### src/rtl/cdve_pkg.sv
package cdve_pkg;

  localparam int POSITION_BITS = 40;
  localparam int WORD_W        = 64;
  localparam int CFG_W         = 17;
  localparam int OFFSET_W      = 48;
  localparam int GROUP_W       = 7;

  localparam logic [CFG_W-1:0] CHUNK_RESET = CFG_W'(1024);
  localparam logic [CFG_W-1:0] CHUNK_MAX   = CFG_W'(65536);
  localparam logic [CFG_W-1:0] CHUNK_MIN   = CFG_W'(1);

  typedef logic [POSITION_BITS-1:0] pos_t;

  // sequencer to shift unit
  typedef struct packed {
    logic load;
    logic calc;
    logic opens;
    logic shift;
    logic commit;
    logic clear;
  } cdve_ctl_t;

  // shift unit to sequencer
  typedef struct packed {
    logic               order_bad;
    logic [GROUP_W-1:0] group;
    logic               more;
  } cdve_sts_t;

endpackage

### src/rtl/cdve_in_if.sv
interface cdve_in_if;
  import cdve_pkg::*;
  logic              valid;
  logic              ready;
  logic [WORD_W-1:0] table_word;
  logic              final_entry;

  modport source (output valid, output table_word, output final_entry, input ready);
  modport sink (input valid, input table_word, input final_entry, output ready);
endinterface

interface cdve_out_if;
  import cdve_pkg::*;
  logic                valid;
  logic                ready;
  logic [7:0]          out_byte;
  logic                item_last;
  logic                chunk_start;
  logic [OFFSET_W-1:0] byte_offset;
  logic                stream_end;
  logic                order_error;

  modport source (output valid, output out_byte, output item_last, output chunk_start,
                  output byte_offset, output stream_end, output order_error, input ready);
  modport sink (input valid, input out_byte, input item_last, input chunk_start,
                input byte_offset, input stream_end, input order_error, output ready);
endinterface

interface cdve_cfg_if;
  import cdve_pkg::*;
  logic             valid;
  logic             ready;
  logic [CFG_W-1:0] data;

  modport source (output valid, output data, input ready);
  modport sink (input valid, input data, output ready);
endinterface

### src/rtl/chunked_delta_varint_encoder.sv
// Delta encoder with unsigned LEB128 output. Each input beat carries a table word whose low
// POSITION_BITS bits hold an ascending position; the first entry of every chunk of a
// programmable number of entries is sent absolute, later ones as the delta to the previous
// position, as 7-bit groups low first, one output byte per beat. An item of n bytes (1 to 6
// at 40-bit positions) is handled in steps: the beat is taken, the shared subtractor forms the
// delta and checks ordering, then the shift register sends one byte per cycle while the
// consumer does not stall. A position out of order inside a chunk yields one error beat and
// the error stays set until reset. The next item is taken as soon as the last byte sits in
// the output register. The chunk length may be written at any idle time.
module chunked_delta_varint_encoder
  import cdve_pkg::*;
(
  input  logic clk,
  input  logic rst_n,
  cdve_in_if.sink    in_ch,
  cdve_out_if.source out_ch,
  cdve_cfg_if.sink   cfg_ch
);

  cdve_ctl_t ctl;
  cdve_sts_t sts;

  assign cfg_ch.ready = 1'b1;

  cdve_shift_unit u_unit (
    .clk    (clk),
    .rst_n  (rst_n),
    .pos_in (in_ch.table_word[POSITION_BITS-1:0]),
    .ctl    (ctl),
    .sts    (sts)
  );

  cdve_seq u_seq (
    .clk        (clk),
    .rst_n      (rst_n),
    .in_valid   (in_ch.valid),
    .in_final   (in_ch.final_entry),
    .in_ready   (in_ch.ready),
    .cfg_valid  (cfg_ch.valid),
    .cfg_data   (cfg_ch.data),
    .ctl        (ctl),
    .sts        (sts),
    .out_valid  (out_ch.valid),
    .out_ready  (out_ch.ready),
    .out_byte   (out_ch.out_byte),
    .out_last   (out_ch.item_last),
    .out_start  (out_ch.chunk_start),
    .out_offset (out_ch.byte_offset),
    .out_end    (out_ch.stream_end),
    .out_err    (out_ch.order_error)
  );

endmodule

### src/rtl/cdve_shift_unit.sv
module cdve_shift_unit
  import cdve_pkg::*;
(
  input  logic      clk,
  input  logic      rst_n,
  input  pos_t      pos_in,
  input  cdve_ctl_t ctl,
  output cdve_sts_t sts
);

  pos_t pos_r;
  pos_t prev_r, prev_nxt;
  pos_t value_r, value_nxt;
  logic [POSITION_BITS:0] diff;
  pos_t rest;

  // shared subtractor: delta and order check
  assign diff = {1'b0, pos_r} - {1'b0, prev_r};
  assign rest = value_r >> GROUP_W;

  assign sts.order_bad = diff[POSITION_BITS] | (diff[POSITION_BITS-1:0] == '0);
  assign sts.group     = value_r[GROUP_W-1:0];
  assign sts.more      = (rest != '0);

  always_comb begin
    value_nxt = value_r;
    if (ctl.calc) begin
      value_nxt = ctl.opens ? pos_r : diff[POSITION_BITS-1:0];
    end else if (ctl.shift) begin
      value_nxt = rest;
    end
    prev_nxt = prev_r;
    if (ctl.commit) begin
      prev_nxt = ctl.clear ? '0 : pos_r;
    end
  end

  always_ff @(posedge clk) begin
    if (!rst_n) begin
      prev_r <= '0;
    end else begin
      prev_r <= prev_nxt;
    end
  end

  always_ff @(posedge clk) begin
    if (ctl.load) begin
      pos_r <= pos_in;
    end
    value_r <= value_nxt;
  end

endmodule

### src/rtl/cdve_seq.sv
module cdve_seq
  import cdve_pkg::*;
(
  input  logic                clk,
  input  logic                rst_n,
  input  logic                in_valid,
  input  logic                in_final,
  output logic                in_ready,
  input  logic                cfg_valid,
  input  logic [CFG_W-1:0]    cfg_data,
  output cdve_ctl_t           ctl,
  input  cdve_sts_t           sts,
  output logic                out_valid,
  input  logic                out_ready,
  output logic [7:0]          out_byte,
  output logic                out_last,
  output logic                out_start,
  output logic [OFFSET_W-1:0] out_offset,
  output logic                out_end,
  output logic                out_err
);

  localparam logic [1:0] ST_IDLE = 2'd0;
  localparam logic [1:0] ST_CALC = 2'd1;
  localparam logic [1:0] ST_EMIT = 2'd2;
  localparam logic [1:0] ST_ERR  = 2'd3;

  logic [1:0]          state_r, state_nxt;
  logic [CFG_W-1:0]    chunk_r, chunk_nxt;
  logic [CFG_W-1:0]    fill_r, fill_nxt;
  logic [OFFSET_W-1:0] bytes_r, bytes_nxt;
  logic                err_r, err_nxt;
  logic                final_r, final_nxt;
  logic                opens_r, opens_nxt;
  logic                first_r, first_nxt;
  logic                out_valid_r, out_valid_nxt;

  logic [7:0]          byte_r, byte_nxt;
  logic                last_r, last_nxt;
  logic                start_r, start_nxt;
  logic [OFFSET_W-1:0] offset_r, offset_nxt;
  logic                end_r, end_nxt;
  logic                oerr_r, oerr_nxt;

  logic [CFG_W-1:0]    limit;
  logic [CFG_W-1:0]    fill_eff;
  logic [CFG_W-1:0]    fill_inc;
  logic [OFFSET_W-1:0] bytes_inc;
  logic                slot_free;
  logic                opens;
  logic                tail;

  always_comb begin
    priority if (chunk_r == '0) begin
      limit = CHUNK_MIN;
    end else if (chunk_r > CHUNK_MAX) begin
      limit = CHUNK_MAX;
    end else begin
      limit = chunk_r;
    end
  end

  assign fill_eff  = (fill_r >= limit) ? '0 : fill_r;
  assign fill_inc  = fill_r + CFG_W'(1);
  assign bytes_inc = bytes_r + OFFSET_W'(1);
  assign slot_free = !out_valid_r || out_ready;
  assign opens     = (fill_eff == '0);
  assign tail      = !sts.more && final_r;

  assign in_ready   = (state_r == ST_IDLE);
  assign out_valid  = out_valid_r;
  assign out_byte   = byte_r;
  assign out_last   = last_r;
  assign out_start  = start_r;
  assign out_offset = offset_r;
  assign out_end    = end_r;
  assign out_err    = oerr_r;

  always_comb begin
    state_nxt     = state_r;
    chunk_nxt     = cfg_valid ? cfg_data : chunk_r;
    fill_nxt      = fill_r;
    bytes_nxt     = bytes_r;
    err_nxt       = err_r;
    final_nxt     = final_r;
    opens_nxt     = opens_r;
    first_nxt     = first_r;
    out_valid_nxt = out_valid_r && !out_ready;
    byte_nxt      = byte_r;
    last_nxt      = last_r;
    start_nxt     = start_r;
    offset_nxt    = offset_r;
    end_nxt       = end_r;
    oerr_nxt      = oerr_r;
    ctl           = '0;

    unique case (state_r)
      ST_IDLE: begin
        if (in_valid) begin
          ctl.load  = 1'b1;
          final_nxt = in_final;
          state_nxt = ST_CALC;
        end
      end
      ST_CALC: begin
        fill_nxt  = fill_eff;
        opens_nxt = opens;
        first_nxt = 1'b1;
        if (err_r || (!opens && sts.order_bad)) begin
          err_nxt   = 1'b1;
          state_nxt = ST_ERR;
        end else begin
          ctl.calc  = 1'b1;
          ctl.opens = opens;
          state_nxt = ST_EMIT;
        end
      end
      ST_ERR: begin
        if (slot_free) begin
          out_valid_nxt = 1'b1;
          byte_nxt      = '0;
          last_nxt      = 1'b1;
          start_nxt     = 1'b0;
          offset_nxt    = bytes_r;
          end_nxt       = 1'b0;
          oerr_nxt      = 1'b1;
          state_nxt     = ST_IDLE;
        end
      end
      ST_EMIT: begin
        if (slot_free) begin
          out_valid_nxt = 1'b1;
          byte_nxt      = {sts.more, sts.group};
          last_nxt      = !sts.more;
          start_nxt     = opens_r && first_r;
          offset_nxt    = tail ? bytes_inc : bytes_r;
          end_nxt       = tail;
          oerr_nxt      = 1'b0;
          bytes_nxt     = bytes_inc;
          first_nxt     = 1'b0;
          ctl.shift     = 1'b1;
          if (!sts.more) begin
            ctl.commit = 1'b1;
            fill_nxt   = (fill_inc >= limit) ? '0 : fill_inc;
            // stream end starts a fresh stream
            if (final_r) begin
              ctl.clear = 1'b1;
              fill_nxt  = '0;
              bytes_nxt = '0;
            end
            state_nxt = ST_IDLE;
          end
        end
      end
      default: state_nxt = ST_IDLE;
    endcase
  end

  always_ff @(posedge clk) begin
    if (!rst_n) begin
      state_r     <= ST_IDLE;
      chunk_r     <= CHUNK_RESET;
      fill_r      <= '0;
      bytes_r     <= '0;
      err_r       <= 1'b0;
      out_valid_r <= 1'b0;
    end else begin
      state_r     <= state_nxt;
      chunk_r     <= chunk_nxt;
      fill_r      <= fill_nxt;
      bytes_r     <= bytes_nxt;
      err_r       <= err_nxt;
      out_valid_r <= out_valid_nxt;
    end
  end

  always_ff @(posedge clk) begin
    final_r  <= final_nxt;
    opens_r  <= opens_nxt;
    first_r  <= first_nxt;
    byte_r   <= byte_nxt;
    last_r   <= last_nxt;
    start_r  <= start_nxt;
    offset_r <= offset_nxt;
    end_r    <= end_nxt;
    oerr_r   <= oerr_nxt;
  end

endmodule

### src/flat_wrapper.sv
// flat-port wrapper written by rule: the top's interface ports become plain ports
module chunked_delta_varint_encoder_flat import cdve_pkg::*;
  (clk, rst_n, in_ch_valid, in_ch_table_word, in_ch_final_entry, in_ch_ready, out_ch_valid, out_ch_out_byte, out_ch_item_last, out_ch_chunk_start, out_ch_byte_offset, out_ch_stream_end, out_ch_order_error, out_ch_ready, cfg_ch_valid, cfg_ch_data, cfg_ch_ready);
  cdve_in_if in_ch_i ();
  cdve_out_if out_ch_i ();
  cdve_cfg_if cfg_ch_i ();
  input  logic clk;
  input  logic rst_n;
  input wire logic [$bits(in_ch_i.valid)-1:0] in_ch_valid;
  input wire logic [$bits(in_ch_i.table_word)-1:0] in_ch_table_word;
  input wire logic [$bits(in_ch_i.final_entry)-1:0] in_ch_final_entry;
  output wire logic [$bits(in_ch_i.ready)-1:0] in_ch_ready;
  output wire logic [$bits(out_ch_i.valid)-1:0] out_ch_valid;
  output wire logic [$bits(out_ch_i.out_byte)-1:0] out_ch_out_byte;
  output wire logic [$bits(out_ch_i.item_last)-1:0] out_ch_item_last;
  output wire logic [$bits(out_ch_i.chunk_start)-1:0] out_ch_chunk_start;
  output wire logic [$bits(out_ch_i.byte_offset)-1:0] out_ch_byte_offset;
  output wire logic [$bits(out_ch_i.stream_end)-1:0] out_ch_stream_end;
  output wire logic [$bits(out_ch_i.order_error)-1:0] out_ch_order_error;
  input wire logic [$bits(out_ch_i.ready)-1:0] out_ch_ready;
  input wire logic [$bits(cfg_ch_i.valid)-1:0] cfg_ch_valid;
  input wire logic [$bits(cfg_ch_i.data)-1:0] cfg_ch_data;
  output wire logic [$bits(cfg_ch_i.ready)-1:0] cfg_ch_ready;
  assign in_ch_i.valid = in_ch_valid;
  assign in_ch_i.table_word = in_ch_table_word;
  assign in_ch_i.final_entry = in_ch_final_entry;
  assign in_ch_ready = in_ch_i.ready;
  assign out_ch_valid = out_ch_i.valid;
  assign out_ch_out_byte = out_ch_i.out_byte;
  assign out_ch_item_last = out_ch_i.item_last;
  assign out_ch_chunk_start = out_ch_i.chunk_start;
  assign out_ch_byte_offset = out_ch_i.byte_offset;
  assign out_ch_stream_end = out_ch_i.stream_end;
  assign out_ch_order_error = out_ch_i.order_error;
  assign out_ch_i.ready = out_ch_ready;
  assign cfg_ch_i.valid = cfg_ch_valid;
  assign cfg_ch_i.data = cfg_ch_data;
  assign cfg_ch_ready = cfg_ch_i.ready;
  chunked_delta_varint_encoder u_core (.clk(clk), .rst_n(rst_n), .in_ch(in_ch_i), .out_ch(out_ch_i), .cfg_ch(cfg_ch_i));
endmodule
### config.mk
export PLATFORM = sky130hd
export DESIGN_NAME = chunked_delta_varint_encoder_flat
export DESIGN_NICKNAME = d
export VERILOG_FILES = /design/src/rtl/cdve_pkg.sv /design/src/rtl/cdve_in_if.sv /design/src/rtl/chunked_delta_varint_encoder.sv /design/src/rtl/cdve_shift_unit.sv /design/src/rtl/cdve_seq.sv /design/src/flat_wrapper.sv
export SDC_FILE = /design/constraint.sdc
export NUM_CORES = 1
export LEC_CHECK = 0
export ABC_CLOCK_PERIOD_IN_PS = 5400
export BUFFER_PORTS_ARGS = -buffer_cell sky130_fd_sc_hd__buf_2
export CAP_MARGIN = 20
export CORE_ASPECT_RATIO = 0.75
export CORE_MARGIN = 5
export CORE_UTILIZATION = 38
export DETAILED_ROUTE_END_ITERATION = 8
export GPL_TIMING_DRIVEN = 0
export SLEW_MARGIN = 25
export SYNTH_ARGS = -nofsm -noshare
export SYNTH_HDL_FRONTEND = slang
export SYNTH_SLANG_ARGS = --single-unit
export TNS_END_PERCENT = 10
### constraint.sdc
create_clock -name clk -period 5.4 [get_ports clk]
set_clock_uncertainty 0.2 [all_clocks]
set_input_delay 0.27 -clock clk [delete_from_list [all_inputs] [get_ports clk]]
set_output_delay 0.27 -clock clk [all_outputs]
set_load 0.05 [all_outputs]
After elaboration in Yosys (flattened, before gate mapping):

Cells that the tools add are included.

* input bits: 87
* output and inout bits: 63
* register bits after elaboration: 269
* logic and storage cells: 105

* add/sub/neg operators: 3
* equal/unequal tests: 7
* magnitude comparators: 3
* reduce and logical (&&, ||, !) cells: 26
* multiplexer cells: 47
* bitwise gates (word level): 1

Operator list (number)
* $mux 48: 5
* $mux 40: 4
* $mux 17: 7
* $pmux 48 s2: 1
* $add 48x1->48 const B: 1
* $sub 40x40->41: 1
* $logic_not 40->1: 1
* $reduce_bool 40->1: 1
* $ge 17x17->1: 2
* $logic_not 17->1: 2
* $pmux 17 s2: 1
* $add 17x1->17 const B: 1
* $gt 17x17->1 const B: 1
* $mux 8: 2
* $pmux 8 s2: 1
* $mux 2: 7
* $mux 1: 11
* $pmux 1 s2: 5
* $ne 2x2->1 const B: 4
* $pmux 2 s4: 1
* $reduce_and 2->1: 4
* $mux 3: 2
* $reduce_and 3->1: 2
* $reduce_bool 2->1: 3
* 9 further kinds: 17

Depth between registers and ports, before layout:

* depth in word-level cells: 13
* gate-level depth with buffers: 19
* mapped depth without buffers: 17

Modules after synthesis:

Synthesis repeated with hierarchy kept, for this count alone.

* cell total of the unflattened synthesis: 1695
* area total of the unflattened synthesis: 15441.1 µm²

By module, submodules not included
* cdve_seq: instances 1, area an instance 7991.4 µm², cells an instance 862
* cdve_shift_unit: instances 1, area an instance 7438.4 µm², cells an instance 831
* chunked_delta_varint_encoder: instances 1, area an instance 11.3 µm², cells an instance 2

Least setup slack after synthesis:

OpenSTA, ideal clock, no wires.

* path kind: register to register
* from: register u_core.u_unit.pos_r[0]
* to: register u_core.u_unit.value_r[0] (enable)
* data required time: 4669 ps
* arrival: 4170 ps
* setup time: 531 ps
* path slack: 499 ps
* cell stages (with the launch flop): 16
* clock period less this slack: 4901 ps
* cell sequence: edfxtp_1 inv_1 ha_1 fa_1 nand2b_1 a211oi_1 nor2_1 o21ba_2 o21ai_0 xnor2_1 nand4_1 nor4_2 nand3_1 o31ai_2 buf_4 nand2_1

* word-level cells in the longest chain between the ends: 8

RTL lines
* from (decl): line cdve_shift_unit.sv:11 `pos_t pos_r;`
* from (signal assigned): line cdve_shift_unit.sv:48 `pos_r <= pos_in;`
* $sub 40x40->41 (*): line cdve_shift_unit.sv:18 `assign diff = {1'b0, pos_r} - {1'b0, prev_r};`
* $logic_not 40->1: line cdve_shift_unit.sv:21 `assign sts.order_bad = diff[POSITION_BITS] | (diff[POSITION_BITS-1:0] == '0);`
* $or 1x1->1 (*): line cdve_shift_unit.sv:21
* $logic_and 1x1->1 (*): line cdve_seq.sv:109 `if (err_r || (!opens && sts.order_bad)) begin`
* $logic_or 1x1->1 (*): line cdve_seq.sv:109
* $mux 2 (*): line cdve_seq.sv:109
* $mux 2 (*): line cdve_seq.sv:97 `unique case (state_r)`
* $reduce_bool 2->1 (no line) (*)
* to (signal assigned): line cdve_shift_unit.sv:50 `value_r <= value_nxt;`
* to (decl): line cdve_shift_unit.sv:13 `pos_t value_r, value_nxt;`

Mark *: on every way between the ends. The rest lies on a longest branch, timed or not.
A chain may end at the register's enable or synchronous reset.

Worst setup path after layout:

* from: register u_core.u_unit.pos_r[0]
* to: register u_core.u_unit.value_r[20] (enable)

The elaborated chain is that of the path after synthesis.

==> impl_metrics.py <==
metrics = {
    "status": {
        "outcome": "completed",
    },
    "yosys": {
        "syn-instance-count": 1703,
        "ys_async_sr_fraction_pct": 0,
        "synth_top_area_cell": "edfxtp_1",
        "ys_warn_count": 0,
        "synth_compound_area_share_pct": 16.9,
        "synth.most_common_cell": "nand2_1",
        "synth-seq-cells": 269,
        "synth_nets": 1868,
        "synth_top_family_by_area": "simple AND/OR/NAND/NOR gates",
        "ys_types": 75,
        "synth_edf_count": 143,
        "netlist_top_cells_count": "nand2_1, nor2_1, a21oi_1, edfxtp_1, dfxtp_1",
        "yosysSeqAreaShare_pct": 44.5,
        "synth_top_area_share_pct": 28.1,
        "synth_xor_area_share_pct": 5.38,
        "synthAdderAreaFrac_pct": 6.43,
        "muxShareOfSynthArea_pct": 1.25,
        "synthSimpleGateAreaFrac_pct": 20.6,
        "synth_area_um2": 15300,
        "synthFlopType": "edfxtp_1",
        "syn_area_per_cell_um2": 8.99,
        "yosys-top-cells-area": "edfxtp_1, dfxtp_1, ha_1",
    },
    "cells_and_area": {
        "syn_to_final_growth_pct": 18.7,
        "n_antenna_cell": 0,
        "nets": 2087,
        "instances_no_fill": 2463,
        "drive_gt1_share_pct": 12.1,
        "design_area_um2": 18200,
        "nFillCells": 3892,
    },
    "setup_path": {
        "reg2reg_slack_ns": 0.22,
        "path_cells": "inv_1 -> ha_1 -> fa_1 -> nand2b_1 -> a211oi_2 -> o21ai_0 -> a21oi_1 -> nor2_1 -> xor2_1 -> nand4_1 -> nor4_2 -> nand3_1 -> o31ai_4 -> buf_4 -> nand2_2 -> buf_12",
        "required_ns": 5.50,
        "crit_family": "compound AO/OA/AOI/OAI gates",
        "cp-end-kind": "flip-flop",
        "setup.worst_path.class": "flip-flop to flip-flop",
        "slowest_delay_ns": 0.46,
        "critPathSlowestCell": "a211oi_2",
        "start_kind": "flip-flop",
        "critPathArrivalTime_ns": 5.28,
        "critical_path_buf_inv_count": 3,
        "worstPathMaxFanout": 26,
    },
    "sta": {
        "hold_violations": 0,
        "setup_viol": 0,
        "finalSetupTns_ns": 0,
        "max-slew-margin-rel_pct": 47.6,
        "tightest_slew_ns": 0.786,
        "period_share_pct": 95.9,
        "finalMaxSlewViolations": 0,
        "layout_setup_ws_ns": 0.223,
        "period_minus_slack_ns": 5.18,
        "hold_ws_ns": 0.0477,
        "fmax_ghz": 0.193,
    },
    "global_routing": {
        "grt_pass1_vias": 12600,
        "overflow": 0,
        "grt_pass1_wl_um": 68500,
        "antenna_found_initial": 0,
        "grt_max_degree": 33,
        "grt_usage_pct": 18.8,
    },
    "cts": {
        "cts_sinks": 269,
        "root_buffer": "clkbuf_16",
        "clockBufferDepth": 3,
        "cts_buffers": 27,
        "cts_tree": "built",
        "clk_pin_slew_ns": 0.06,
        "htree_levels": 1,
        "clock_latency_ns": 0.55,
    },
    "placement": {
        "dp.cells": 2350,
        "dpl_cell_area_um2": 16700,
        "place.gp.congestion": 0.898,
        "preCtsSetupSlack_ns": -0.391,
        "dp_hpwl_um": 33200,
        "port_buffers": 123,
    },
    "drt": {
        "drt_first_pass_iters": 6,
        "route.vias.total": 13200,
        "ant_nets": 0,
        "remaining_drc_errors": 0,
        "drt-initial-drc-count": 1152,
        "viasPerCell": 5.38,
        "wl_um": 43100,
        "wl_per_cell_um": 17.5,
    },
    "die": {
        "start_util_pct": 38.6,
        "chipWidth_um": 242,
        "core_um2": 39600,
        "die_area_um2": 44400,
        "chipHeight_um": 184,
        "floorplan.rows": 63,
        "io_pins": 150,
    },
    "power_and_ir_drop": {
        "power_density_nw_per_um2": 303,
        "p_leak_nw": 6.78,
        "vdd_drop_max_mv": 0.225,
    },
    "job": {
        "cap_violations": 0,
    },
    "worst_hold_path": {
        "hold_path.class": "input pin to flip-flop",
    },
}
[state kept, by name, summed over array words and instances, names as in the netlist]
signal,flops
u_core.u_seq.out_start,1
u_core.u_seq.fill_r,17
u_core.u_seq.out_err,1
u_core.u_seq.bytes_r,48
u_core.u_unit.value_r,40
u_core.u_seq.first_r,1
u_core.u_unit.pos_r,40
u_core.u_seq.state_r,2
u_core.u_seq.out_byte,8
u_core.u_seq.chunk_r,17
u_core.u_seq.opens_r,1
u_core.u_seq.final_r,1
u_core.u_seq.out_offset,48
u_core.u_unit.prev_r,40
u_core.u_seq.out_last,1
u_core.u_seq.out_valid,1
u_core.u_seq.err_r,1
u_core.u_seq.out_end,1
[placed cells by master, fill, tap and decap left out, types with 6 or more instances in the layout]
cell             n
nand2_1        255
nor2_1         185
a21oi_1        157
edfxtp_1       143
buf_2          126
dfxtp_1        126
inv_1           99
ha_1            77
clkbuf_1        73
o21ai_0         64
dlygate4sd3_1   61
xnor2_1         52
nor3_1          47
xor2_1          42
nand3_1         40
nand4_1         30
a221oi_2        30
clkbuf_16       27
nor4_1          22
and3_1          19
mux2i_1         18
and2_1          16
o21a_1          16
a21o_1          14
o211ai_1        12
nand2b_1        11
o31ai_1         10
nor2b_1         10
or3_1            9
and4_1           9
or2_2            7
o21bai_1         7
o21ai_1          7
a211oi_1         6
nand3b_1         6
buf_4            6
[report_power, final]
part | switching (mW) | internal, mW | leakage (nW)
Clock | 0.804 | 1.06 | 0.420
Combinational | 0.785 | 0.383 | 3.99
Sequential | 0.0987 | 2.37 | 2.38
Total | 1.69 | 3.81 | 6.78
[tightest hold or removal path, delay by kind of cell]
kind / cells / cell delay (ns)
buf+inv: 1 / 0.24
simple gates: 1 / 0.07
mux: 1 / 0.18
[what timing repair did]
action / CTS / global route
hold endpoints to repair: 61 / 0
pin swaps: 0 / 1
buffers inserted: 0 / 2
gates resized for setup: 2 / 4
endpoints found under the setup margin: 40 / 55
hold buffers: 61 / 0
[final timing paths]
path	to	startpoint	cells past startpoint
max	u_core.u_unit.value_r[20]	u_core.u_unit.pos_r[0]	16
min	u_core.u_seq.chunk_r[0]	cfg_ch_valid	3
max reg2reg	u_core.u_unit.value_r[20]	u_core.u_unit.pos_r[0]	16
min reg2reg	u_core.u_unit.prev_r[34]	u_core.u_unit.prev_r[34]	2
[final cells by class]
class	instances	area [um^2]	area share [%]
plain buffers	79	355	1.96
clock buffers	37	743	4.09
clock inverters	13	125	0.689
inverters	101	382	2.10
multi-input cells	1254	7790	42.9
flip-flops and latches	269	6820	37.5
well taps	520	651	3.58
repair buffers	190	1310	7.19
[routing by layer]
| metal | vias to the layer above | routed length [um] | track usage (%) |
|---|---|---|---|
| met4 | 0 | 1080 | 4.77 |
| met2 | 379 | 18500 | 29.3 |
| met5 | - | 0 | 0 |
| met3 | 56 | 2790 | 2.83 |
| li1 | 6507 | - | - |
| met1 | 6297 | 20700 | 27.5 |
[cell families after synthesis]
kind of cell               Yosys count
buffers and inverters              180
muxes                               19
and+or+nand+nor                    685
other                                1
DFF                                269
adders and majority gates           78
xor gates and xnor gates            94
AOI/OAI and AO/OA                  377
[through the flow]
stage / total power [mW] / utilization (%)
6_report: 5.50 / 45.8
5_1_grt: 5.75 / 45.8
4_1_cts: 5.54 / 45.8
3_5_place_dp: 3.63 / 42.0
3_3_place_gp: 3.60 / 41.8
2_1_floorplan: 3.27 / -
(Power assumes the default switching activity.)
